==> config.mk <==
export PLATFORM = sky130hd
export DESIGN_NAME = wav_pcm_stream_decoder_core
export DESIGN_NICKNAME = d
export VERILOG_FILES = /design/src/wpsd_pkg.sv /design/src/wpsd_front.sv /design/src/wpsd_queue.sv /design/src/wpsd_back.sv /design/src/wav_pcm_stream_decoder_core.sv
export SDC_FILE = /design/constraint.sdc
export NUM_CORES = 2
export LEC_CHECK = 0
export BUFFER_PORTS_ARGS = -buffer_cell sky130_fd_sc_hd__buf_2
export CORE_ASPECT_RATIO = 0.9
export CORE_MARGIN = 2
export CORE_UTILIZATION = 55
export CTS_CLUSTER_DIAMETER = 60
export DETAILED_ROUTE_END_ITERATION = 12
export PLACE_DENSITY = 0.76
export SLEW_MARGIN = 20
export SYNTH_ARGS = -nofsm -noshare
export SYNTH_HDL_FRONTEND = slang
export SYNTH_SLANG_ARGS = --single-unit
==> constraint.sdc <==
create_clock -name aclk -period 9 [get_ports aclk]
set_clock_uncertainty 0.15 [all_clocks]
set_input_delay 0.9 -clock aclk [delete_from_list [all_inputs] [get_ports aclk]]
set_output_delay 0.9 -clock aclk [all_outputs]
set_load 0.03 [all_outputs]
==> src/wpsd_pkg.sv <==
// Shared types and constants of the WAV PCM stream decoder.
package wpsd_pkg;

    localparam logic [31:0] TAG_RIFF = 32'h4646_4952;
    localparam logic [31:0] TAG_WAVE = 32'h4556_4157;
    localparam logic [31:0] TAG_FMT  = 32'h2074_6d66;
    localparam logic [31:0] TAG_DATA = 32'h6174_6164;

    localparam logic [15:0] FMT_PCM     = 16'd1;
    localparam logic [31:0] FMT_MIN_LEN = 32'd16;

    localparam int QUEUE_DEPTH = 4;
    localparam int QUEUE_AW    = $clog2(QUEUE_DEPTH);

    typedef enum logic [2:0] {
        KIND_SAMPLE,
        KIND_HEADER,
        KIND_NOT_WAVE,
        KIND_CORRUPT,
        KIND_UNSUPPORTED,
        KIND_TRUNCATED
    } wpsd_kind_t;

    typedef struct packed {
        wpsd_kind_t  kind;
        logic [7:0]  byte0;
        logic [7:0]  byte1;
        logic        fin;
        logic [15:0] channels;
        logic [31:0] rate;
        logic [15:0] bits;
    } wpsd_cmd_t;

endpackage

==> src/wpsd_front.sv <==
// Front part: RIFF/WAVE header parser and frame collector, one byte per request.
module wpsd_front (
    input  logic                aclk,
    input  logic                aresetn,
    input  logic                in_accept,
    input  logic [7:0]          byte_value,
    input  logic                end_of_file,
    output logic                push,
    output wpsd_pkg::wpsd_cmd_t cmd
);
    import wpsd_pkg::*;

    typedef enum logic [2:0] {
        PH_RIFF,
        PH_FMT_HDR,
        PH_FMT_BODY,
        PH_DATA_HDR,
        PH_DATA,
        PH_IDLE
    } phase_t;

    localparam logic [31:0] POS_TAG  = 32'd3;
    localparam logic [31:0] POS_LEN  = 32'd7;
    localparam logic [31:0] POS_WAVE = 32'd11;

    phase_t      phase_reg, phase_next;
    logic [31:0] pos_reg, pos_next;
    logic [31:0] word_reg, word_next;
    logic [31:0] fmt_last_reg, fmt_last_next;
    logic [15:0] format_reg, format_next;
    logic [15:0] chan_reg, chan_next;
    logic [31:0] rate_reg, rate_next;
    logic [31:0] byte_rate_reg, byte_rate_next;
    logic [15:0] align_reg, align_next;
    logic [15:0] bits_reg, bits_next;
    logic [31:0] left_reg, left_next;
    logic [16:0] idx_reg, idx_next;
    logic [7:0]  b0_reg, b0_next;
    logic [7:0]  b1_reg, b1_next;
    logic [47:0] prod_reg;

    logic        has_kind;
    wpsd_kind_t  kind;
    logic        fin;
    logic        wide_data;
    logic [16:0] fr_data;
    logic        wide_chk;
    logic [16:0] fr_chk;
    logic [48:0] rate_prod;
    logic        fmt_ok;

    always_comb begin
        word_next      = {byte_value, word_reg[31:8]};
        phase_next     = phase_reg;
        pos_next       = pos_reg;
        fmt_last_next  = fmt_last_reg;
        format_next    = format_reg;
        chan_next      = chan_reg;
        rate_next      = rate_reg;
        byte_rate_next = byte_rate_reg;
        align_next     = align_reg;
        bits_next      = bits_reg;
        left_next      = left_reg;
        idx_next       = idx_reg;
        b0_next        = b0_reg;
        b1_next        = b1_reg;
        has_kind       = 1'b0;
        kind           = KIND_SAMPLE;
        fin            = 1'b0;

        wide_data = (bits_reg[15:3] == 13'd2);
        fr_data   = wide_data ? {chan_reg, 1'b0} : {1'b0, chan_reg};

        case (pos_reg)
            32'd0:   format_next[7:0]     = byte_value;
            32'd1:   format_next[15:8]    = byte_value;
            32'd2:   chan_next[7:0]       = byte_value;
            32'd3:   chan_next[15:8]      = byte_value;
            32'd4:   rate_next[7:0]       = byte_value;
            32'd5:   rate_next[15:8]      = byte_value;
            32'd6:   rate_next[23:16]     = byte_value;
            32'd7:   rate_next[31:24]     = byte_value;
            32'd8:   byte_rate_next[7:0]  = byte_value;
            32'd9:   byte_rate_next[15:8] = byte_value;
            32'd10:  byte_rate_next[23:16] = byte_value;
            32'd11:  byte_rate_next[31:24] = byte_value;
            32'd12:  align_next[7:0]      = byte_value;
            32'd13:  align_next[15:8]     = byte_value;
            32'd14:  bits_next[7:0]       = byte_value;
            32'd15:  bits_next[15:8]      = byte_value;
            default: ;
        endcase
        if (phase_reg != PH_FMT_BODY) begin
            format_next    = format_reg;
            chan_next      = chan_reg;
            rate_next      = rate_reg;
            byte_rate_next = byte_rate_reg;
            align_next     = align_reg;
            bits_next      = bits_reg;
        end

        wide_chk  = (bits_next[15:3] == 13'd2);
        fr_chk    = wide_chk ? {chan_next, 1'b0} : {1'b0, chan_next};
        rate_prod = wide_chk ? {prod_reg, 1'b0} : {1'b0, prod_reg};
        fmt_ok    = (format_next == FMT_PCM) && (chan_next != 16'd0) &&
                    ((bits_next[15:3] == 13'd1) || (bits_next[15:3] == 13'd2)) &&
                    ({1'b0, align_next} == fr_chk) &&
                    ({17'd0, byte_rate_next} == rate_prod);

        case (phase_reg)
            PH_RIFF: begin
                if ((pos_reg == POS_TAG && word_next != TAG_RIFF) ||
                    (pos_reg == POS_WAVE && word_next != TAG_WAVE)) begin
                    has_kind   = 1'b1;
                    kind       = KIND_NOT_WAVE;
                    phase_next = PH_IDLE;
                end else if (pos_reg == POS_WAVE) begin
                    phase_next = PH_FMT_HDR;
                    pos_next   = '0;
                end else begin
                    pos_next = pos_reg + 32'd1;
                end
            end
            PH_FMT_HDR: begin
                if ((pos_reg == POS_TAG && word_next != TAG_FMT) ||
                    (pos_reg == POS_LEN && word_next < FMT_MIN_LEN)) begin
                    has_kind   = 1'b1;
                    kind       = KIND_CORRUPT;
                    phase_next = PH_IDLE;
                end else if (pos_reg == POS_LEN) begin
                    fmt_last_next = word_next - 32'd1;
                    phase_next    = PH_FMT_BODY;
                    pos_next      = '0;
                end else begin
                    pos_next = pos_reg + 32'd1;
                end
            end
            PH_FMT_BODY: begin
                if (pos_reg == fmt_last_reg) begin
                    if (!fmt_ok) begin
                        has_kind   = 1'b1;
                        kind       = KIND_UNSUPPORTED;
                        phase_next = PH_IDLE;
                    end else begin
                        phase_next = PH_DATA_HDR;
                        pos_next   = '0;
                    end
                end else begin
                    pos_next = pos_reg + 32'd1;
                end
            end
            PH_DATA_HDR: begin
                if (pos_reg == POS_TAG && word_next != TAG_DATA) begin
                    has_kind   = 1'b1;
                    kind       = KIND_CORRUPT;
                    phase_next = PH_IDLE;
                end else if (pos_reg == POS_LEN) begin
                    has_kind   = 1'b1;
                    kind       = KIND_HEADER;
                    left_next  = word_next;
                    idx_next   = '0;
                    phase_next = (word_next != 32'd0) ? PH_DATA : PH_IDLE;
                    pos_next   = '0;
                end else begin
                    pos_next = pos_reg + 32'd1;
                end
            end
            PH_DATA: begin
                if (idx_reg == (wide_data ? 17'd1 : 17'd0)) begin
                    b0_next = byte_value;
                end
                if (idx_reg == (wide_data ? 17'd3 : 17'd1)) begin
                    b1_next = byte_value;
                end
                left_next = left_reg - 32'd1;
                if (({1'b0, idx_reg} + 18'd1) >= {1'b0, fr_data}) begin
                    has_kind = 1'b1;
                    kind     = KIND_SAMPLE;
                    fin      = (left_next < {15'd0, fr_data});
                    idx_next = '0;
                end else begin
                    idx_next = idx_reg + 17'd1;
                end
                if (left_next == 32'd0) begin
                    phase_next = PH_IDLE;
                end
            end
            default: ;
        endcase

        if (end_of_file && !has_kind &&
            (phase_next inside {PH_RIFF, PH_FMT_HDR, PH_FMT_BODY, PH_DATA_HDR})) begin
            has_kind = 1'b1;
            kind     = KIND_TRUNCATED;
        end
    end

    assign push         = in_accept && has_kind;
    assign cmd.kind     = kind;
    assign cmd.byte0    = b0_next;
    assign cmd.byte1    = b1_next;
    assign cmd.fin      = fin;
    assign cmd.channels = chan_reg;
    assign cmd.rate     = rate_reg;
    assign cmd.bits     = bits_reg;

    always_ff @(posedge aclk) begin
        if (!aresetn || (in_accept && end_of_file)) begin
            phase_reg     <= PH_RIFF;
            pos_reg       <= '0;
            word_reg      <= '0;
            fmt_last_reg  <= '0;
            format_reg    <= '0;
            chan_reg      <= '0;
            rate_reg      <= '0;
            byte_rate_reg <= '0;
            align_reg     <= '0;
            bits_reg      <= '0;
            left_reg      <= '0;
            idx_reg       <= '0;
            b0_reg        <= '0;
            b1_reg        <= '0;
        end else if (in_accept) begin
            phase_reg     <= phase_next;
            pos_reg       <= pos_next;
            word_reg      <= word_next;
            fmt_last_reg  <= fmt_last_next;
            format_reg    <= format_next;
            chan_reg      <= chan_next;
            rate_reg      <= rate_next;
            byte_rate_reg <= byte_rate_next;
            align_reg     <= align_next;
            bits_reg      <= bits_next;
            left_reg      <= left_next;
            idx_reg       <= idx_next;
            b0_reg        <= b0_next;
            b1_reg        <= b1_next;
        end
    end

    always_ff @(posedge aclk) begin
        prod_reg <= {32'd0, chan_reg} * {16'd0, rate_reg};
    end

endmodule

==> src/wpsd_queue.sv <==
// Short command queue between the parser front and the result back.
module wpsd_queue (
    input  logic                aclk,
    input  logic                aresetn,
    input  logic                push,
    input  wpsd_pkg::wpsd_cmd_t push_cmd,
    output logic                full,
    input  logic                pop,
    output wpsd_pkg::wpsd_cmd_t pop_cmd,
    output logic                empty
);
    import wpsd_pkg::*;

    wpsd_cmd_t             mem_reg [QUEUE_DEPTH];
    logic [QUEUE_AW-1:0]   wr_ptr_reg;
    logic [QUEUE_AW-1:0]   rd_ptr_reg;
    logic [QUEUE_AW:0]     count_reg;
    logic [QUEUE_AW:0]     count_next;

    assign full    = (count_reg == (QUEUE_AW + 1)'(QUEUE_DEPTH));
    assign empty   = (count_reg == '0);
    assign pop_cmd = mem_reg[rd_ptr_reg];

    always_comb begin
        case ({push, pop})
            2'b10:   count_next = count_reg + 1'b1;
            2'b01:   count_next = count_reg - 1'b1;
            default: count_next = count_reg;
        endcase
    end

    always_ff @(posedge aclk) begin
        if (!aresetn) begin
            wr_ptr_reg <= '0;
            rd_ptr_reg <= '0;
            count_reg  <= '0;
        end else begin
            if (push) begin
                wr_ptr_reg <= wr_ptr_reg + 1'b1;
            end
            if (pop) begin
                rd_ptr_reg <= rd_ptr_reg + 1'b1;
            end
            count_reg <= count_next;
        end
    end

    always_ff @(posedge aclk) begin
        if (push) begin
            mem_reg[wr_ptr_reg] <= push_cmd;
        end
    end

endmodule

==> src/wpsd_back.sv <==
// Back part: sample mixing, field masking and the output register.
module wpsd_back (
    input  logic                aclk,
    input  logic                aresetn,
    input  wpsd_pkg::wpsd_cmd_t cmd,
    input  logic                empty,
    output logic                pop,
    output logic                m_valid,
    input  logic                m_ready,
    output logic [2:0]          m_result_kind,
    output logic signed [8:0]   m_sample_level,
    output logic [15:0]         m_channel_count,
    output logic [31:0]         m_sample_rate,
    output logic [15:0]         m_sample_bits,
    output logic                m_final_frame
);
    import wpsd_pkg::*;

    logic              valid_reg;
    logic [2:0]        kind_reg;
    logic signed [8:0] level_reg;
    logic [15:0]       chan_reg;
    logic [31:0]       rate_reg;
    logic [15:0]       bits_reg;
    logic              fin_reg;

    logic              take;
    logic              mono;
    logic              wide;
    logic              is_sample;
    logic              has_fmt;
    logic [8:0]        sum_u;
    logic [8:0]        sum_s;
    logic [8:0]        mix;

    assign take = !empty && (!valid_reg || m_ready);
    assign pop  = take;

    always_comb begin
        mono      = (cmd.channels == 16'd1);
        wide      = (cmd.bits[15:3] == 13'd2);
        is_sample = (cmd.kind == KIND_SAMPLE);
        has_fmt   = is_sample || (cmd.kind == KIND_HEADER);
        sum_u     = {1'b0, cmd.byte0} + {1'b0, cmd.byte1};
        sum_s     = {cmd.byte0[7], cmd.byte0} + {cmd.byte1[7], cmd.byte1};
        case ({mono, wide})
            2'b11:   mix = {cmd.byte0, 1'b0};
            2'b10:   mix = {cmd.byte0 ^ 8'h80, 1'b0};
            2'b01:   mix = sum_s;
            default: mix = sum_u ^ 9'h100;
        endcase
    end

    always_ff @(posedge aclk) begin
        if (!aresetn) begin
            valid_reg <= 1'b0;
        end else if (take) begin
            valid_reg <= 1'b1;
        end else if (m_ready) begin
            valid_reg <= 1'b0;
        end
    end

    always_ff @(posedge aclk) begin
        if (take) begin
            kind_reg  <= cmd.kind;
            level_reg <= is_sample ? mix : '0;
            chan_reg  <= has_fmt ? cmd.channels : '0;
            rate_reg  <= has_fmt ? cmd.rate : '0;
            bits_reg  <= has_fmt ? cmd.bits : '0;
            fin_reg   <= is_sample && cmd.fin;
        end
    end

    assign m_valid         = valid_reg;
    assign m_result_kind   = kind_reg;
    assign m_sample_level  = level_reg;
    assign m_channel_count = chan_reg;
    assign m_sample_rate   = rate_reg;
    assign m_sample_bits   = bits_reg;
    assign m_final_frame   = fin_reg;

endmodule

==> src/wav_pcm_stream_decoder_core.sv <==
// Top level of the WAV PCM stream decoder: front parser, command queue, result back.
// A result is written into the command queue and from there into the output register that drives m_valid.
// Throughput: one byte per cycle while the queue is not full; a four-entry queue absorbs output stalls.
// Format check compares byte rate against a registered channels x rate product.
// Reset (aresetn low, synchronous) clears parser, queue and output valid.
// A byte with end_of_file set returns the parser to its reset state.
module wav_pcm_stream_decoder_core (
    input  logic              aclk,
    input  logic              aresetn,
    input  logic              s_valid,
    output logic              s_ready,
    input  logic [7:0]        s_byte_value,
    input  logic              s_end_of_file,
    output logic              m_valid,
    input  logic              m_ready,
    output logic [2:0]        m_result_kind,
    output logic signed [8:0] m_sample_level,
    output logic [15:0]       m_channel_count,
    output logic [31:0]       m_sample_rate,
    output logic [15:0]       m_sample_bits,
    output logic              m_final_frame
);
    import wpsd_pkg::*;

    logic      in_accept;
    logic      q_push;
    logic      q_full;
    logic      q_pop;
    logic      q_empty;
    wpsd_cmd_t front_cmd;
    wpsd_cmd_t back_cmd;

    assign s_ready   = !q_full;
    assign in_accept = s_valid && s_ready;

    wpsd_front u_front (
        .aclk        (aclk),
        .aresetn     (aresetn),
        .in_accept   (in_accept),
        .byte_value  (s_byte_value),
        .end_of_file (s_end_of_file),
        .push        (q_push),
        .cmd         (front_cmd)
    );

    wpsd_queue u_queue (
        .aclk     (aclk),
        .aresetn  (aresetn),
        .push     (q_push),
        .push_cmd (front_cmd),
        .full     (q_full),
        .pop      (q_pop),
        .pop_cmd  (back_cmd),
        .empty    (q_empty)
    );

    wpsd_back u_back (
        .aclk            (aclk),
        .aresetn         (aresetn),
        .cmd             (back_cmd),
        .empty           (q_empty),
        .pop             (q_pop),
        .m_valid         (m_valid),
        .m_ready         (m_ready),
        .m_result_kind   (m_result_kind),
        .m_sample_level  (m_sample_level),
        .m_channel_count (m_channel_count),
        .m_sample_rate   (m_sample_rate),
        .m_sample_bits   (m_sample_bits),
        .m_final_frame   (m_final_frame)
    );

endmodule

== Word level (Yosys, flattened, before mapping) ==
Memories as Yosys holds them, arrays and structs flattened. A register that Yosys moved wholly into a read port is not among the register bits.
Cells that the tools add are included.

* Multiplexer cells: 79
* Eq/ne operators: 50
* Multipliers: 1
* Shift operators: 0
* Order comparisons: 3
* Bitwise logic cells: 4
* Reduce and logical (&&, ||, !) cells: 48
* Div/mod/pow operators: 0
* $add $sub $neg: 11

{| class="wikitable"
|+ Operators with widths
! operator !! number
|-
| $mux W32 || 10
|-
| $eq A32 B4 Y1 const B || 8
|-
| $eq A32 B3 Y1 const B || 4
|-
| $mux W8 || 16
|-
| $pmux W32 S4 || 1
|-
| $ne A32 B31 Y1 const B || 3
|-
| $mux W17 || 5
|-
| $eq A32 B2 Y1 const B || 2
|-
| $logic_not A32 Y1 || 2
|-
| $mux W16 || 4
|-
| $pmux W32 S2 || 1
|-
| $sub A32 B1 Y32 const B || 2
|-
| $eq A32 B49 Y1 || 1
|-
| $mux W49 || 1
|-
| $mul A16 B32 Y48 || 1
|-
| $eq A13 B2 Y1 const B || 3
|-
| $mux W3 || 13
|-
| $eq A17 B17 Y1 || 2
|-
| $pmux W17 S2 || 1
|-
| $add A32 B1 Y32 const B || 1
|-
| $eq A16 B1 Y1 const B || 2
|-
| $eq A32 B1 Y1 const B || 1
|-
| $eq A32 B32 Y1 || 1
|-
| $lt A32 B17 Y1 || 1
|-
| 38 further kinds || 110
|}

* Memories: 1
* Logic and storage cells: 226
* Register bits after elaboration: 425
* Output and inout bits: 79
* Bits in latches: 0
* Memory bits (writable): 336
* Bits in read-only memories: 0
* Input bits: 13

{| class="wikitable"
|+ Memory list
! memory !! depth !! width !! read ports !! clocked after Yosys merged registers in !! wr ports !! line !! RTL
|-
| u_queue.mem_reg || 4 || 84 || 1 || 1 || 1 || wpsd_queue.sv:14 || <nowiki>wpsd_cmd_t mem_reg [QUEUE_DEPTH];</nowiki>
|}

== Longest topological paths before layout ==
* Word-level depth: 18
* Mapped depth: 30
* Gate-level depth less buffers: 27

== By module ==
From an unflattened synthesis, not the netlist that was laid out.

* Cells, all modules: 4,921
* Area, all modules: 50,378.3 um^2

{| class="wikitable"
|+ Modules (own cells, without submodules)
! module !! area an instance (um^2) !! sequential area each (um^2) !! cells each !! instances
|-
| wpsd_front || 34,466.8 || 6,646.4 || 4,207 || 1
|-
| wpsd_queue || 12,568.3 || 10,269.8 || 484 || 1
|-
| wpsd_back || 3,333.2 || 2,332.2 || 228 || 1
|-
| wav_pcm_stream_decoder_core || 10.0 || 0.0 || 2 || 1
|}

== Least setup slack after synthesis ==
No wires, ideal clock.

* Kind: input to register
* From: input port s_byte_value[2]
* To: memory u_queue.mem_reg[0][0] (netlist name) (enable)
* Stages: 15
* Required time: 8.323 ns
* Setup time: 0.527 ns
* Slack: 0.539 ns
* Path buffers: 3
* Arrival: 7.783 ns
* Cell sequence: clkbuf_1 > or4_1 > nor3_2 > nand2_1 > mux2i_1 > clkbuf_1 > a21boi_0 > nor3_1 > and4b_1 > nand4_1 > nor4_2 > a211oi_1 > clkbuf_1 > o21ai_1 > nor2_1

* Cells in the longest elaborated chain, start to end: 17
* Elaborated cells between the ends (all ways): 68
* Those cells by class: 1 x order compare; 12 x eq/ne; 35 x mux; 20 x reduce/logical

{| class="wikitable"
|+ RTL lines
! element !! line !! RTL
|-
| start, declared || wav_pcm_stream_decoder_core.sv:12 || <nowiki>input logic [7:0] s_byte_value,</nowiki>
|-
| $mux W8 || wpsd_front.sv:74 || <nowiki>case (pos_reg)</nowiki>
|-
| $mux W16 || wpsd_front.sv:93 || <nowiki>if (phase_reg != PH_FMT_BODY) begin</nowiki>
|-
| $eq A13 B2 Y1 (tied with other cells) || wpsd_front.sv:102, wpsd_front.sv:106 ||
|-
| $mux W17 (tied with other cells) || wpsd_front.sv:103 || <nowiki>fr_chk = wide_chk ? {chan_next, 1'b0} : {1'b0, chan_next};</nowiki>
|-
| $eq A16 B17 Y1 or $logic_and A1 B1 Y1 (tied branches) || wpsd_front.sv:107, wpsd_front.sv:105 ||
|-
| $logic_and A1 B1 Y1 || wpsd_front.sv:106 || <nowiki>((bits_next[15:3] == 13'd1) || (bits_next[15:3] == 13'd2)) &&</nowiki>
|-
| $logic_and A1 B1 Y1 || wpsd_front.sv:107 || <nowiki>({1'b0, align_next} == fr_chk) &&</nowiki>
|-
| $mux W3 or $mux W1 (tied branches) || wpsd_front.sv:140 || <nowiki>if (!fmt_ok) begin</nowiki>
|-
| $mux W3 or $mux W1 (tied branches) || wpsd_front.sv:139 || <nowiki>if (pos_reg == fmt_last_reg) begin</nowiki>
|-
| $pmux W3 S5 or $pmux W1 S5 (tied branches) || wpsd_front.sv:110 || <nowiki>case (phase_reg)</nowiki>
|-
| $eq A3 B1 Y1 (tied with other cells) || wpsd_front.sv:192 || <nowiki>(phase_next inside {PH_RIFF, PH_FMT_HDR, PH_FMT_BODY, PH_DATA_HDR})) begin</nowiki>
|-
| $reduce_bool A4 Y1 or $logic_and A1 B1 Y1 (tied branches) || wpsd_front.sv:192, wpsd_front.sv:191 ||
|-
| $logic_and A1 B1 Y1 || wpsd_front.sv:191 || <nowiki>if (end_of_file && !has_kind &&</nowiki>
|-
| $mux W1 * || wpsd_front.sv:191 ||
|-
| $logic_and A1 B1 Y1 * || wpsd_front.sv:198 || <nowiki>assign push = in_accept && has_kind;</nowiki>
|-
| $mux W1 * || wpsd_queue.sv:49 || <nowiki>if (push) begin</nowiki>
|-
| $mux W1 (implied by the code) * || wpsd_queue.sv:50 || <nowiki>mem_reg[wr_ptr_reg] <= push_cmd;</nowiki>
|-
| end, declared || wpsd_queue.sv:14 ||
|}

Every way passes the cells marked *; elsewhere a longest branch is shown, timed or not.

== Worst setup path after layout ==
* From: register u_front.chan_reg[6]
* To: register u_front.prod_reg[45]

* Cells in the longest elaborated chain, start to end: 1

{| class="wikitable"
|+ RTL lines
! element !! line !! RTL
|-
| start, declared || wpsd_front.sv:31 || <nowiki>logic [15:0] chan_reg, chan_next;</nowiki>
|-
| start signal, assigned || wpsd_front.sv:229 || <nowiki>chan_reg <= chan_next;</nowiki>
|-
| $mul A16 B32 Y48 || wpsd_front.sv:242 || <nowiki>prod_reg <= {32'd0, chan_reg} * {16'd0, rate_reg};</nowiki>
|-
| end signal, assigned || wpsd_front.sv:242 ||
|-
| end, declared || wpsd_front.sv:40 || <nowiki>logic [47:0] prod_reg;</nowiki>
|}

Every way passes these cells.
A chain may end at the register's enable or synchronous reset.

==> results.md <==
- FP Rows: 104
- P&R area growth vs syn: 8.688%
- TritonCTS clock tree: yes
- Fin. Hold Viols: 0
- Vias in the first global route: around 36,000
- CTS-repair resized insts: 0
- CTS H-Tree Depth: 3
- Global Route Usage Sum: 0.2855
- Cell Count, Final, Fillers Out: between 5,000 and 6,000
- Pwr/cell area: 176.3 mW/mm^2
- Die Y: 288.6 um
- Die ar.: just over 0.09 mm^2
- Worst EP required: about 9.5 ns
- # fillers: 7,097
- Ports: around 90
- Final Setup Violations: 0
- DR top layer: met5
- Post-CTS Setup Repair Bufs: 0
- Final antenna-violating net count: 0
- Number of flip-flops in the largest register: approximately 340
- Layout cell share with drive strength beyond 1: 0.09584
- CP arrival: 8.42 ns
- Met3 routed WL: between 10,000 and 15,000 um
- Clock share of power: 0.358
- DIE WIDTH: 320.2 um
- Status: complete, no violations
- Internal power: about 6600 uW
- Final hold slack: a little over 0.3 ns
- Metal2 WL: between 50,000 and 60,000 um
- Core area: 0.08927 mm^2
- CTS Hold Bufs: 0
- RSZ-0062 raised after global routing: false
- Worst-Skew Late Latency: between 0.6 and 0.7 ns
- Post-route DRC: 0
- Tcrit/Tclk final: 0.8854
- Yosys cell types: 80
- Max rail drop VDD: 0.0002057 V
- Starting Density: 0.5543
- Switching Power: 2915 uW
- Port Buffer Count: approximately 90
- Syn avg cell area: between 10 and 15 um^2
- Sequential share of power: 0.433
- Num CTS Buffers: 81
- Root Buffer: clkbuf_16
- CTS sink cnt: 755
- Synth warn: 0
- Final nets: approximately 5,400
- Grt total ovfl: 0
- Vias: roughly 36,000
- Max-cap viol count: 0
- Worst Max-Slew Pin Slew: between 1 and 1.5 ns
- Most frequent cells in the layout: nand2_1 (753), inv_1 (453), fa_1 (420), edfxtp_1 (413), dfxtp_1 (339)
- Longest Clk Path Bufs: 3
- Initial drt markers: about 3,600
- Largest net degree at the start of global routing: 83
- CP max FO: 24
- DP HPWL: ~89,000 um
- Synthesized instance count: 4,806
- Met1 WL: approximately 53,000 um
- Sw frac: 0.3075
- Sequential share of the synthesized area: 0.3890
- Yosys reg bits: 755
- Initial antenna violation count: 3
- Top FF cell, synth: edfxtp_1
- RePlAce Congestion: ~0.94
- Min-delay worst type: reg2reg
- Setup crit start kind: flop
- Mapped cell area: approximately 0.049 mm^2
- Dpl cells: 5,848
- Pins Over Slew Limit: 0
- Async set-or-reset flop fraction in the synthesized netlist: 0
- DR vias/cell: a little over 6
- Slew HR: 0.2036
- Setup crit end kind: flop
- Max Freq: around 0.13 GHz
- Most common cell after layout, fill and taps aside: nand2_1
- DRT Wirelength: ~130,000 um
- Post-synth EDFFs: between 400 and 500
- CP Class: reg2reg
- Comb power frac: 0.209
- Fin Setup TNS: 0 ns
- Final core utilization: 0.6025
- First-pass GRT wire length: between 200,000 and 250,000 um
- Static leakage power: around 0.021 uW
- Tmin final: about 8 ns
- TritonRoute pass-1 iters: 8
- Clk pin slew, worst setup/hold paths: about 0.060 ns
- Wire per inst: roughly 22 um
- Mapped Nets: 5,416
==> cells by family (layout without fill, tap and decap cells) <==
logic type | count (synthesis) | count (layout) | synth area share
compound gates | 630 | 630 | 0.07768
xor+xnor | 184 | 184 | 0.03257
fa+ha+maj | 597 | 597 | 0.2147
buf+inv | 754 | 779 | 0.05770
flops | 755 | 755 | 0.3890
mux | 219 | 219 | 0.06628
other cells | 0 | 1 | 0
simple gates | 1667 | 1667 | 0.1621
==> area by class of cell <==
class                           instances  area, um^2  area share
Antenna cell                            1       2.502  0.00004653
Clock buffer                          103        2192     0.04076
Clock inverter                         46       565.5     0.01052
Inverter                              454        1704     0.03169
Multi-Input combinational cell       3297       27460      0.5105
Sequential cell                       755       19260      0.3581
Tap cell                             1166        1459     0.02713
Timing Repair Buffer                  176        1144     0.02126
==> critical path, cell delays in order, from the launching register on <==
cell and delay [ns]:
dfxtp_1 1.04, nand2_1 0.16, fa_1 0.53, inv_1 0.05, fa_1 0.47, inv_1 0.05
fa_1 0.48, fa_1 0.52, fa_1 0.51, inv_1 0.05, fa_1 0.46, ha_1 0.38
a21o_1 0.24, nor3b_1 0.28, o311ai_0 0.29, a41oi_1 0.29, nor2b_1 0.12, o31ai_1 0.37
a31oi_1 0.25, a211oi_1 0.30, nor2_1 0.10, and2_1 0.21, a221o_1 0.33, a21oi_1 0.17
xnor2_1 0.13
==> cells in the mapped netlist (all sizes together) (16+ instances only) <==
cell | number | area share
nand2 | 756 | 0.057
inv | 453 | 0.034
fa | 420 | 0.17
edfxtp | 413 | 0.25
dfxtp | 342 | 0.14
a21oi | 281 | 0.028
clkbuf | 261 | 0.020
nor2 | 238 | 0.018
and2 | 186 | 0.024
ha | 177 | 0.045
xnor2 | 131 | 0.023
mux2i | 106 | 0.021
o21ai | 93 | 0.0094
mux4 | 84 | 0.038
nor2b | 81 | 0.010
nor3 | 81 | 0.0086
nor4 | 57 | 0.0080
xor2 | 53 | 0.0094
a211oi | 51 | 0.0077
nand4 | 51 | 0.0067
nand3 | 50 | 0.0052
buf | 39 | 0.0034
and3 | 38 | 0.0048
a21o | 36 | 0.0055
mux2 | 29 | 0.0066
nand2b | 23 | 0.0029
o21a | 23 | 0.0035
or3 | 23 | 0.0030
a22oi | 19 | 0.0029
or4 | 17 | 0.0026
nand3b | 16 | 0.0024
==> per-layer routing <==
| layer | track usage | vias up |
|---|---|---|
| met3 | 0.05554 | 336 |
| met1 | 0.3966 | 17888 |
| met5 | 0 | - |
| met2 | 0.4490 | 1912 |
| li1 | - | 16122 |
| met4 | 0.1056 | 2 |
==> through the flow <==
step           worst slack, ns  total power [uW]  area [um^2]
3_3_place_gp             1.247              6111        51020
2_1_floorplan           0.5394              5607        49480
5_1_grt                 0.4942              9810        53780
6_report                 1.031              9481        53780
4_1_cts                  1.111              9524        53770
3_5_place_dp             1.130              6145        51020
==> path summary, 6_finish.rpt <==
| kind | start | end | slack [ns] | depth (start not counted) |
|---|---|---|---|---|
| setup / recovery | u_front.chan_reg[6] | u_front.prod_reg[45] | 1.03 | 24 |
| hold / removal | u_front.byte_rate_reg[11] | u_front.byte_rate_reg[11] | 0.30 | 2 |
| setup reg to reg | u_front.chan_reg[6] | u_front.prod_reg[45] | 1.03 | 24 |
| hold reg to reg | u_front.byte_rate_reg[11] | u_front.byte_rate_reg[11] | 0.30 | 2 |
==> power by group through the flow <==
stage                     logic, uW  clock network (uW)  registers [uW]
after detailed placement       1960                   0            4180
after CTS                      1980                3430            4110
after global routing           2110                3560            4130
after floorplan                1140                   0            4470
final                          1980                3390            4110
after global placement         1940                   0            4170
Power figures use the tool's default switching activity.
